**src/sv/lcs_pkg.sv**
```systemverilog
// lcs_pkg: shared widths, request codes and limits for the letter composition scorer
// used by every module of the block, no dependencies
`default_nettype none

package lcs_pkg;

    localparam int REQ_W       = 2;
    localparam int LETTER_W    = 4;
    localparam int WEIGHT_W    = 16;
    localparam int SCORE_W     = 20;
    localparam int CNT_W       = 8;
    localparam int FRAC_W      = 16;
    localparam int TERM_W      = WEIGHT_W + 1;
    localparam int PROD_W      = 2 * TERM_W;
    localparam int S_TDATA_W   = 24;
    localparam int M_TDATA_W   = 24;

    localparam int DEF_ALPHA_SIZE = 16;

    localparam logic [REQ_W-1:0] REQ_LOAD   = 2'd0;
    localparam logic [REQ_W-1:0] REQ_A      = 2'd1;
    localparam logic [REQ_W-1:0] REQ_B      = 2'd2;
    localparam logic [REQ_W-1:0] REQ_SCORE  = 2'd3;

    localparam logic [CNT_W-1:0] CNT_MAX = 8'hff;

    localparam logic signed [SCORE_W-1:0] SCORE_MAX = 20'sh7ffff;
    localparam logic signed [SCORE_W-1:0] SCORE_MIN = 20'sh80000;

endpackage

`default_nettype wire

```
**src/sv/lcs_div.sv**
```systemverilog
// lcs_div: restoring divider, one quotient bit per cycle, gives floor(num * 2^16 / den)
// for num < den; depends on lcs_pkg
`default_nettype none

module lcs_div
    import lcs_pkg::*;
(
    input  wire logic              i_clk,
    input  wire logic              i_rst_n,
    input  wire logic              i_start,
    input  wire logic [CNT_W-1:0]  i_num,
    input  wire logic [CNT_W-1:0]  i_den,
    output logic                   o_done,
    output logic [FRAC_W-1:0]      o_quo
);

    localparam int STEP_W = $clog2(FRAC_W + 1);

    logic              r_busy;
    logic              r_done;
    logic [STEP_W-1:0] r_step;
    logic [CNT_W-1:0]  r_rem;
    logic [CNT_W-1:0]  r_den;
    logic [FRAC_W-1:0] r_quo;

    logic [CNT_W:0]    n_shift;
    logic              n_fits;
    logic [CNT_W:0]    n_diff;

    always_comb begin
        n_shift = {r_rem, 1'b0};
        n_fits  = (n_shift >= {1'b0, r_den});
        n_diff  = n_shift - {1'b0, r_den};
    end

    always_ff @(posedge i_clk) begin
        if (!i_rst_n) begin
            r_busy <= 1'b0;
            r_done <= 1'b0;
            r_step <= '0;
        end else begin
            r_done <= r_busy && !i_start && (r_step == STEP_W'(1));
            if (i_start) begin
                r_busy <= 1'b1;
                r_step <= STEP_W'(FRAC_W);
            end else if (r_busy) begin
                r_step <= r_step - 1'b1;
                if (r_step == STEP_W'(1)) begin
                    r_busy <= 1'b0;
                end
            end
        end
    end

    // remainder stays below den, so it fits the counter width
    always_ff @(posedge i_clk) begin
        if (i_start) begin
            r_rem <= i_num;
            r_den <= i_den;
            r_quo <= '0;
        end else if (r_busy) begin
            r_rem <= n_fits ? n_diff[CNT_W-1:0] : n_shift[CNT_W-1:0];
            r_quo <= {r_quo[FRAC_W-2:0], n_fits};
        end
    end

    assign o_done = r_done;
    assign o_quo  = r_quo;

endmodule

`default_nettype wire

```
**src/sv/letter_composition_similarity.sv**
```systemverilog
// letter_composition_similarity: top level, histograms, weight table and score sequencer
// steps: a weight load ends in idle, a letter passes bump, a score reads and evaluates
// each letter (skip if both counts are zero, accumulate if equal, else divide, multiply, round,
// accumulate), then waits in done for a free output; one item at a time, taken in idle
// reset: synchronous active low; clears histograms and weights through valid bits
// depends on lcs_pkg and lcs_div
`default_nettype none

module letter_composition_similarity
    import lcs_pkg::*;
#(
    parameter int ALPHA_SIZE = DEF_ALPHA_SIZE
) (
    input  wire logic                 i_clk,
    input  wire logic                 i_rst_n,
    input  wire logic                 s_axis_tvalid,
    output logic                      s_axis_tready,
    // [3:0] letter, [19:4] weight_value, [23:20] zero
    input  wire logic [S_TDATA_W-1:0] s_axis_tdata,
    // [1:0] req_type
    input  wire logic [REQ_W-1:0]     s_axis_tuser,
    output logic                      m_axis_tvalid,
    input  wire logic                 m_axis_tready,
    // [19:0] score, [23:20] zero
    output logic [M_TDATA_W-1:0]      m_axis_tdata
);

    localparam int IDX_W = $clog2(ALPHA_SIZE);
    localparam int ST_W  = 4;

    localparam logic [ST_W-1:0] S_IDLE = 4'd0;
    localparam logic [ST_W-1:0] S_BUMP = 4'd1;
    localparam logic [ST_W-1:0] S_READ = 4'd2;
    localparam logic [ST_W-1:0] S_EVAL = 4'd3;
    localparam logic [ST_W-1:0] S_DIV  = 4'd4;
    localparam logic [ST_W-1:0] S_MUL  = 4'd5;
    localparam logic [ST_W-1:0] S_RND  = 4'd6;
    localparam logic [ST_W-1:0] S_ACC  = 4'd7;
    localparam logic [ST_W-1:0] S_DONE = 4'd8;

    logic [ST_W-1:0]             r_state;
    logic [ALPHA_SIZE-1:0]       r_va;
    logic [ALPHA_SIZE-1:0]       r_vb;
    logic [ALPHA_SIZE-1:0]       r_vw;
    logic [CNT_W-1:0]            r_mem_a [ALPHA_SIZE];
    logic [CNT_W-1:0]            r_mem_b [ALPHA_SIZE];
    logic [WEIGHT_W-1:0]         r_mem_w [ALPHA_SIZE];
    logic [CNT_W-1:0]            r_rd_a;
    logic [CNT_W-1:0]            r_rd_b;
    logic [WEIGHT_W-1:0]         r_rd_w;
    logic [IDX_W-1:0]            r_idx;
    logic                        r_side_b;
    logic [IDX_W-1:0]            r_k;
    logic signed [TERM_W-1:0]    r_term;
    logic signed [TERM_W-1:0]    r_w;
    logic signed [PROD_W-1:0]    r_prod;
    logic signed [SCORE_W-1:0]   r_sum;
    logic                        r_ovalid;
    logic [SCORE_W-1:0]          r_score;

    logic [REQ_W-1:0]            req_type;
    logic [LETTER_W-1:0]         letter;
    logic [WEIGHT_W-1:0]         weight_value;
    logic                        accept;
    logic                        in_range;
    logic [IDX_W-1:0]            in_idx;
    logic [ALPHA_SIZE-1:0]       n_vb_set;

    logic [CNT_W-1:0]            bump_cur;
    logic [CNT_W-1:0]            na;
    logic [CNT_W-1:0]            nb;
    logic [CNT_W-1:0]            lo;
    logic [CNT_W-1:0]            hi;
    logic                        walk_last;
    logic                        out_free;
    logic signed [PROD_W-1:0]    n_round;
    logic signed [SCORE_W:0]     n_acc;
    logic signed [SCORE_W-1:0]   n_sum;

    logic                        div_start;
    logic                        div_done;
    logic [FRAC_W-1:0]           div_quo;

    assign req_type     = s_axis_tuser;
    assign letter       = s_axis_tdata[LETTER_W-1:0];
    assign weight_value = s_axis_tdata[LETTER_W +: WEIGHT_W];
    assign accept       = s_axis_tvalid && s_axis_tready;
    assign in_range     = (32'(letter) < 32'(ALPHA_SIZE));
    assign in_idx       = IDX_W'(letter);
    assign s_axis_tready = (r_state == S_IDLE);
    assign n_vb_set     = '0;

    assign bump_cur  = r_side_b ? (r_vb[r_idx] ? r_rd_b : '0)
                                : (r_va[r_idx] ? r_rd_a : '0);
    assign na        = r_va[r_k] ? r_rd_a : '0;
    assign nb        = r_vb[r_k] ? r_rd_b : '0;
    assign lo        = (na < nb) ? na : nb;
    assign hi        = (na < nb) ? nb : na;
    assign walk_last = (r_k == IDX_W'(ALPHA_SIZE - 1));
    assign out_free  = !r_ovalid || m_axis_tready;
    assign div_start = (r_state == S_EVAL) && (hi != '0) && (lo != hi);

    // round half up, then arithmetic shift down to Q8.8
    assign n_round = r_prod + PROD_W'(32768);

    always_comb begin
        n_acc = {r_sum[SCORE_W-1], r_sum} + (SCORE_W + 1)'(r_term);
        if (n_acc[SCORE_W] != n_acc[SCORE_W-1]) begin
            n_sum = n_acc[SCORE_W] ? SCORE_MIN : SCORE_MAX;
        end else begin
            n_sum = n_acc[SCORE_W-1:0];
        end
    end

    lcs_div u_div (
        .i_clk   (i_clk),
        .i_rst_n (i_rst_n),
        .i_start (div_start),
        .i_num   (lo),
        .i_den   (hi),
        .o_done  (div_done),
        .o_quo   (div_quo)
    );

    // memories: one write port each; registered reads
    always_ff @(posedge i_clk) begin
        if (r_state == S_IDLE) begin
            r_rd_a <= r_mem_a[in_idx];
            r_rd_b <= r_mem_b[in_idx];
        end else begin
            r_rd_a <= r_mem_a[r_k];
            r_rd_b <= r_mem_b[r_k];
        end
        r_rd_w <= r_mem_w[r_k];
        if (accept && req_type == REQ_LOAD && in_range) begin
            r_mem_w[in_idx] <= weight_value;
        end
        if (r_state == S_BUMP && bump_cur != CNT_MAX) begin
            if (r_side_b) begin
                r_mem_b[r_idx] <= bump_cur + 1'b1;
            end else begin
                r_mem_a[r_idx] <= bump_cur + 1'b1;
            end
        end
    end

    // sequencer
    always_ff @(posedge i_clk) begin
        if (!i_rst_n) begin
            r_state  <= S_IDLE;
            r_va     <= '0;
            r_vb     <= '0;
            r_vw     <= '0;
            r_ovalid <= 1'b0;
            r_k      <= '0;
        end else begin
            // the done state loads the next word itself
            if (r_ovalid && m_axis_tready && r_state != S_DONE) begin
                r_ovalid <= 1'b0;
            end
            unique case (r_state)
                S_IDLE: begin
                    if (accept) begin
                        case (req_type) inside
                            REQ_LOAD: begin
                                if (in_range) begin
                                    r_vw[in_idx] <= 1'b1;
                                end
                            end
                            REQ_A, REQ_B: begin
                                if (in_range) begin
                                    r_state <= S_BUMP;
                                end
                            end
                            default: begin
                                r_k     <= '0;
                                r_state <= S_READ;
                            end
                        endcase
                    end
                end
                S_BUMP: begin
                    if (bump_cur != CNT_MAX) begin
                        if (r_side_b) begin
                            r_vb[r_idx] <= 1'b1;
                        end else begin
                            r_va[r_idx] <= 1'b1;
                        end
                    end
                    r_state <= S_IDLE;
                end
                S_READ: begin
                    r_state <= S_EVAL;
                end
                S_EVAL: begin
                    if (hi == '0) begin
                        if (walk_last) begin
                            r_state <= S_DONE;
                        end else begin
                            r_k     <= r_k + 1'b1;
                            r_state <= S_READ;
                        end
                    end else if (lo == hi) begin
                        r_state <= S_ACC;
                    end else begin
                        r_state <= S_DIV;
                    end
                end
                S_DIV: begin
                    if (div_done) begin
                        r_state <= S_MUL;
                    end
                end
                S_MUL: begin
                    r_state <= S_RND;
                end
                S_RND: begin
                    r_state <= S_ACC;
                end
                S_ACC: begin
                    if (walk_last) begin
                        r_state <= S_DONE;
                    end else begin
                        r_k     <= r_k + 1'b1;
                        r_state <= S_READ;
                    end
                end
                S_DONE: begin
                    if (out_free) begin
                        r_ovalid <= 1'b1;
                        r_va     <= n_vb_set;
                        r_vb     <= n_vb_set;
                        r_state  <= S_IDLE;
                    end
                end
                default: begin
                    r_state <= S_IDLE;
                end
            endcase
        end
    end

    // datapath registers
    always_ff @(posedge i_clk) begin
        if (accept) begin
            r_idx    <= in_idx;
            r_side_b <= (req_type == REQ_B);
            r_sum    <= '0;
        end
        if (r_state == S_EVAL) begin
            r_w    <= TERM_W'($signed(r_vw[r_k] ? r_rd_w : '0));
            r_term <= TERM_W'($signed(r_vw[r_k] ? r_rd_w : '0));
        end
        if (r_state == S_MUL) begin
            r_prod <= r_w * $signed({1'b0, div_quo});
        end
        if (r_state == S_RND) begin
            r_term <= n_round[FRAC_W +: TERM_W];
        end
        if (r_state == S_ACC) begin
            r_sum <= n_sum;
        end
        if (r_state == S_DONE && out_free) begin
            r_score <= r_sum;
        end
    end

    assign m_axis_tvalid = r_ovalid;
    assign m_axis_tdata  = M_TDATA_W'(r_score);

endmodule

`default_nettype wire

```
**config.mk**
```make
export PLATFORM = sky130hd
export DESIGN_NAME = letter_composition_similarity
export DESIGN_NICKNAME = d
export VERILOG_FILES = /design/src/sv/lcs_pkg.sv /design/src/sv/lcs_div.sv /design/src/sv/letter_composition_similarity.sv
export SDC_FILE = /design/constraint.sdc
export NUM_CORES = 2
export LEC_CHECK = 0
export BUFFER_PORTS_ARGS = -buffer_cell sky130_fd_sc_hd__buf_2
export CAP_MARGIN = 20
export CORE_UTILIZATION = 64
export CTS_CLUSTER_DIAMETER = 150
export DETAILED_ROUTE_END_ITERATION = 16
export PLACE_DENSITY = 0.84
export SLEW_MARGIN = 20
export SYNTH_ARGS = -nofsm -noshare
export SYNTH_HDL_FRONTEND = slang
export SYNTH_SLANG_ARGS = --single-unit
```
**constraint.sdc**
```tcl
create_clock -name i_clk -period 9 [get_ports i_clk]
set_input_delay 1.8 -clock i_clk [delete_from_list [all_inputs] [get_ports i_clk]]
set_output_delay 1.8 -clock i_clk [all_outputs]
set_load 0.05 [all_outputs]
```
# After elaboration in Yosys (flattened, before gate mapping)

Memory sizes are Yosys's and may differ from the RTL's. A register that Yosys moved wholly into a read port is not among the register bits.
Cells that the tools add are included.

Register bits: 223
Bits in latches: 0
RAM bits: 512
Bits in read-only memories: 0
Bits of input ports: 30
Output and inout port bits: 26
Logic and storage cells: 175
Memories: 3

Add/sub/neg operators: 6
$mul: 1
Div/mod/pow operators: 0
Order comparisons: 7
Eq/ne operators: 26
Shifts and indexed selects: 0
Mux-type cells: 75
Bitwise operators: 4
Reduce and logical (&&, ||, !) cells: 31

Memories:

| name    | depth | bits a word | rd ports | clocked after Yosys merged registers in | write ports | line                                | text |
|---|---|---|---|---|---|---|---|
| r_mem_w | 16    | 16          | 1        | 1                                       | 1           | letter_composition_similarity.sv:47 | `logic [WEIGHT_W-1:0] r_mem_w [ALPHA_SIZE];` |
| r_mem_a | 16    | 8           | 2        | 1                                       | 1           | letter_composition_similarity.sv:45 | `logic [CNT_W-1:0] r_mem_a [ALPHA_SIZE];` |
| r_mem_b | 16    | 8           | 2        | 1                                       | 1           | letter_composition_similarity.sv:46 | `logic [CNT_W-1:0] r_mem_b [ALPHA_SIZE];` |

Operator list:

| kind                                                                   | number |
|---|---|
| 16-bit 2-to-1 mux                                                      | 6 |
| 8-bit 2-to-1 mux                                                       | 12 |
| 20-bit 2-to-1 mux                                                      | 4 |
| 16-bit case mux with 2 select lines                                    | 2 |
| 4-bit 2-to-1 mux                                                       | 15 |
| 16-bit OR                                                              | 3 |
| 17-bit 2-to-1 mux                                                      | 2 |
| 33-bit by 17-bit adder with 33-bit output (second input constant)      | 1 |
| 16-bit by 17-bit multiplier with 33-bit output                         | 1 |
| 4-bit case mux with 8 select lines                                     | 1 |
| 20-bit by 17-bit adder with 21-bit output                              | 1 |
| 1-bit 2-to-1 mux                                                       | 21 |
| 1-bit binary-select mux with 4-bit select                              | 5 |
| 4-bit by 3-bit equality test with 1-bit output (second input constant) | 4 |
| 4-bit by 5-bit < comparator with 1-bit output (second input constant)  | 3 |
| 1-bit logical AND                                                      | 12 |
| 2-bit inequality test (second input constant)                          | 6 |
| 4-bit case mux with 3 select lines                                     | 1 |
| 4-bit AND reduction                                                    | 3 |
| 5-bit 2-to-1 mux                                                       | 2 |
| 9-bit by 8-bit greater-or-equal comparator with 1-bit output           | 1 |
| 8-bit by 1-bit adder with 8-bit output (second input constant)         | 1 |
| 1-bit demux with 4-bit select                                          | 2 |
| 4-bit by 2-bit equality test with 1-bit output (second input constant) | 2 |
| 29 further kinds                                                       | 39 |

# Logic depth before layout (Yosys ltp)

Word-level depth: 11
Mapped depth: 23
Mapped depth without buffers: 22

# Hierarchy

A second synthesis with hierarchy kept.

Cell total of the unflattened synthesis: 2853
Area, all modules: 40624.0 sq um

By module, submodules not included:

| module                        | instances | cells an instance | area an instance (sq um) |
|---|---|---|---|
| letter_composition_similarity | 1         | 2664              | 38698.4 |
| lcs_div                       | 1         | 189               | 1925.6 |

# Least setup slack after synthesis

No wires, ideal clock.

Path type: register to register
Start: register u_div.r_quo[12] (netlist: u_div.o_quo[12])
End: register, netlist name r_prod[32]
Library setup time: 0.276 ns
Data arrival time: 6.099 ns
Data required time: 8.724 ns
Slack: 2.625 ns
Cell stages (with the launch flop): 22
Buffers on the path: 2
Clock period less this slack: 6.375 ns
Path through: dfxtp_1 clkbuf_1 clkbuf_1 nand2_1 fa_1 inv_1 fa_1 fa_1 fa_1 fa_1 inv_1 fa_1 inv_1 ha_1 a21o_1 a21o_1 a2111oi_0 o211ai_1 a311o_1 a31o_2 nor4_1 a311oi_1

Word-level cells in the longest chain between the ends: 1

RTL lines:

| what                                           | line                                 | text |
|---|---|---|
| from (decl)                                    | lcs_div.sv:24                        | `logic [FRAC_W-1:0] r_quo;` |
| from (signal assigned)                         | lcs_div.sv:63                        | `r_quo <= {r_quo[FRAC_W-2:0], n_fits};` |
| 16-bit by 17-bit multiplier with 33-bit output | letter_composition_similarity.sv:255 | `r_prod <= r_w * $signed({1'b0, div_quo});` |

No other way between the ends.
A chain may end at the register's enable or synchronous reset.

# Worst setup path in the final report

Start: register, netlist name r_w[15]
End: register, netlist name r_prod[32]

Word-level cells in the longest chain between the ends: 1

RTL lines:

| what                                           | line |
|---|---|
| 16-bit by 17-bit multiplier with 33-bit output | letter_composition_similarity.sv:255 |

No other way between the ends.

==> metrics.yaml <==
area_delta_synth_final_pct: 8.671
slew_viol_final: 0
clkPwrFrac_pct: 42.4
cp_data_arrival_time_ps: 7910
period_needed_ps: 7545
cts_inserted_buffers: 75
wire_per_inst_um: 26.28
cts_hold_buf: 0
cts_repair_resize_count: 0
vias: 24970
rows: 92
swShare_pct: 23.19
outcome: "finished clean"
critPathKind: "reg2reg"
overflow: 0
cp-end-kind: "register"
p_int_uw: 5686
ys_types: 76
nets: 3209
fill_cells: 3810
die_x_um: 254.1
synthesis.area_sq_um: 40680
layout_common_cells: "edfxtp_1, inv_1, mux4_2"
die_h_um: 254.1
antenna_found_initial: 5
clkSinkCount: 740
hpwlAfterDp_mm: 61.32
worst_slack_ps: 1455
track_usage_pct: 31.47
ios: 56
p_sw_uw: 1717
dieArea_sq_um: 64570
ir_drop_uv: 203.3
start_util_pct: 64.60
ant_nets: 0
clock_skew_ps: 77.00
dr.pass1.iters: 7
regArea_sq_um: 21080
place_ws_ps: 1549
p_total_uw: 7403
hold_viol_final: 0
async_flop_share_pct: 0
p_leak_uw: 0.01618
fin_util_pct: 70.20
synth_area_per_cell_sq_um: 14.46
worstHoldPathType: "reg2reg"
post-route-drc-count: 0
synth-edff-count: 624
insertion_delay_ps: 650
cap_violations: 0
cts-htree-levels: 3
synthCells: 2812
p_seq_share_pct: 51.9
max_slew_margin_pct: 20.52
pwr-share-comb_pct: 5.7
viasPerCell: 6.690
drive_gt1_share_pct: 18.16
tightest_slew_ps: 1188
clk_pin_slew_ps: 60
port_buffers: 47
crit_fanout: 11
drt_wl_total_mm: 98.07
timing.hold.ws_ps: 458.7
cp-start-kind: "register"
rsz0062_at_grt: "no"
first_global_vias: 26120
routabilityCongestion: 0.9013
min_period_over_period_pct: 83.83
tns_ps: 0
final_common_cell: "edfxtp_1"
cts_setup_buffers: 0
root_buffer: "clkbuf_16"
clk_path_buf_depth: 3
multi_input_area_sq_um: 18080
ys_seq_area_share_pct: 51.78
cts_tree: "yes"
setup_viol: 0
yosys_warnings: 0
grt_max_degree: 72
powerDensity_nw_per_um2: 167.5
cp.required_ps: 9370
core_area_sq_um: 62970
drt_iter0_drc: 3147
synth-main-ff-cell: "edfxtp_1"
grt_first_pass_wirelength_mm: 151.4
max_freq_ghz: 0.1325
synth_seq_cells: 740
[critical path, cell delays in order, from the launching register on]
cell and delay (ps):
edfxtp_1 730, clkinv_1 470, nor2_1 260, fa_1 470, fa_1 460, fa_1 540
fa_1 450, fa_1 500, inv_1 50, fa_1 470, inv_1 40, ha_1 330
a21o_1 180, a21o_1 240, a2111oi_0 450, o211ai_1 390, a311o_1 530, a31o_2 310
nor4_1 320, a311oi_1 110
[sequential cells by signal, summed over array words and instances, names as in the netlist, 17 cells and up, named ones only]
name,cells
r_score,20
r_mem_b,128
r_sum,20
r_mem_w,256
r_prod,18
r_term,17
r_mem_a,128
[per-stage QoR]
step,area [sq um],instances
3_3_place_gp,41650,3591
6_report,44200,3732
2_1_floorplan,40690,2815
3_5_place_dp,41670,3591
5_1_grt,44200,3732
4_1_cts,44160,3731
[worst paths after layout]
check                                    to      start  slack (ps)  cells after the start
worst max-delay path             r_prod[32]    r_w[15]        1460                     19
worst min-delay path            r_score[15]  r_sum[15]         460                      0
worst max register to register   r_prod[32]    r_w[15]        1460                     19
worst min register to register  r_score[15]  r_sum[15]         460                      0
[cell type report]
type | instances | share of cell area [%]
Sequential cell | 740 | 47.68
Multi-Input combinational cell | 1653 | 40.91
Clock buffer | 96 | 4.515
Tap cell | 846 | 2.395
Inverter | 274 | 2.330
Clock inverter | 44 | 1.104
Timing Repair Buffer | 78 | 1.064
Antenna cell | 1 | 0.005661
[cells by family after synthesis]
| group | after synthesis | share of synthesized area [%] |
|---|---|---|
| buffers and inverters | 422 | 4.190 |
| adders and majority gates | 357 | 14.58 |
| DFF | 740 | 51.78 |
| muxes | 329 | 16.08 |
| xor gates and xnor gates | 61 | 1.313 |
| AOI/OAI and AO/OA | 249 | 4.242 |
| and+or+nand+nor | 653 | 7.813 |
| other | 1 | 0.009219 |
[power groups by stage]
stage               clock, uW  sequential, uW  combinational (uW)
detailed placement          0            3910                 402
global route             3280            3840                 448
floorplan                   0            3870                 306
CTS                      3150            3840                 412
finish                   3140            3840                 421
global placement            0            3900                 376
[Yosys cell counts (9+ instances only)]
library cell  count  area share, %
nand2b_1         29           0.45
and2_1          133            2.0
dfxtp_1         116            5.7
o31ai_1           9           0.17
ha_1            162            5.0
xnor2_1          37           0.80
nor2_1          133            1.2
mux2i_1          48            1.2
o21a_1           21           0.39
edfxtp_1        624             46
inv_1           271            2.5
o21ai_0          48           0.59
buf_1            19           0.18
nor2b_1          17           0.26
nor3_1           30           0.37
nor4_1           12           0.18
clkbuf_1        108            1.0
mux2_2           24           0.66
nand3_1          19           0.23
a32o_1           16           0.39
xor2_1           24           0.52
a22o_1           19           0.41
nand2_1         223            2.1
a21boi_0         10           0.18
a21oi_1          59           0.73
and3_1           12           0.18
mux4_2          257             14
fa_1            195            9.6
nand4_1          15           0.23
a21o_1           17           0.31
[per-layer routing]
layer	GRT usage (%)	vias to the layer above	part of all wire [%]
li1	-	10310	-
met4	15.01	2	4.9
met1	40.23	12540	35
met2	52.24	1734	50
met5	0	-	0.013
met3	6.033	378	9.9
(Power assumes the default switching activity.)
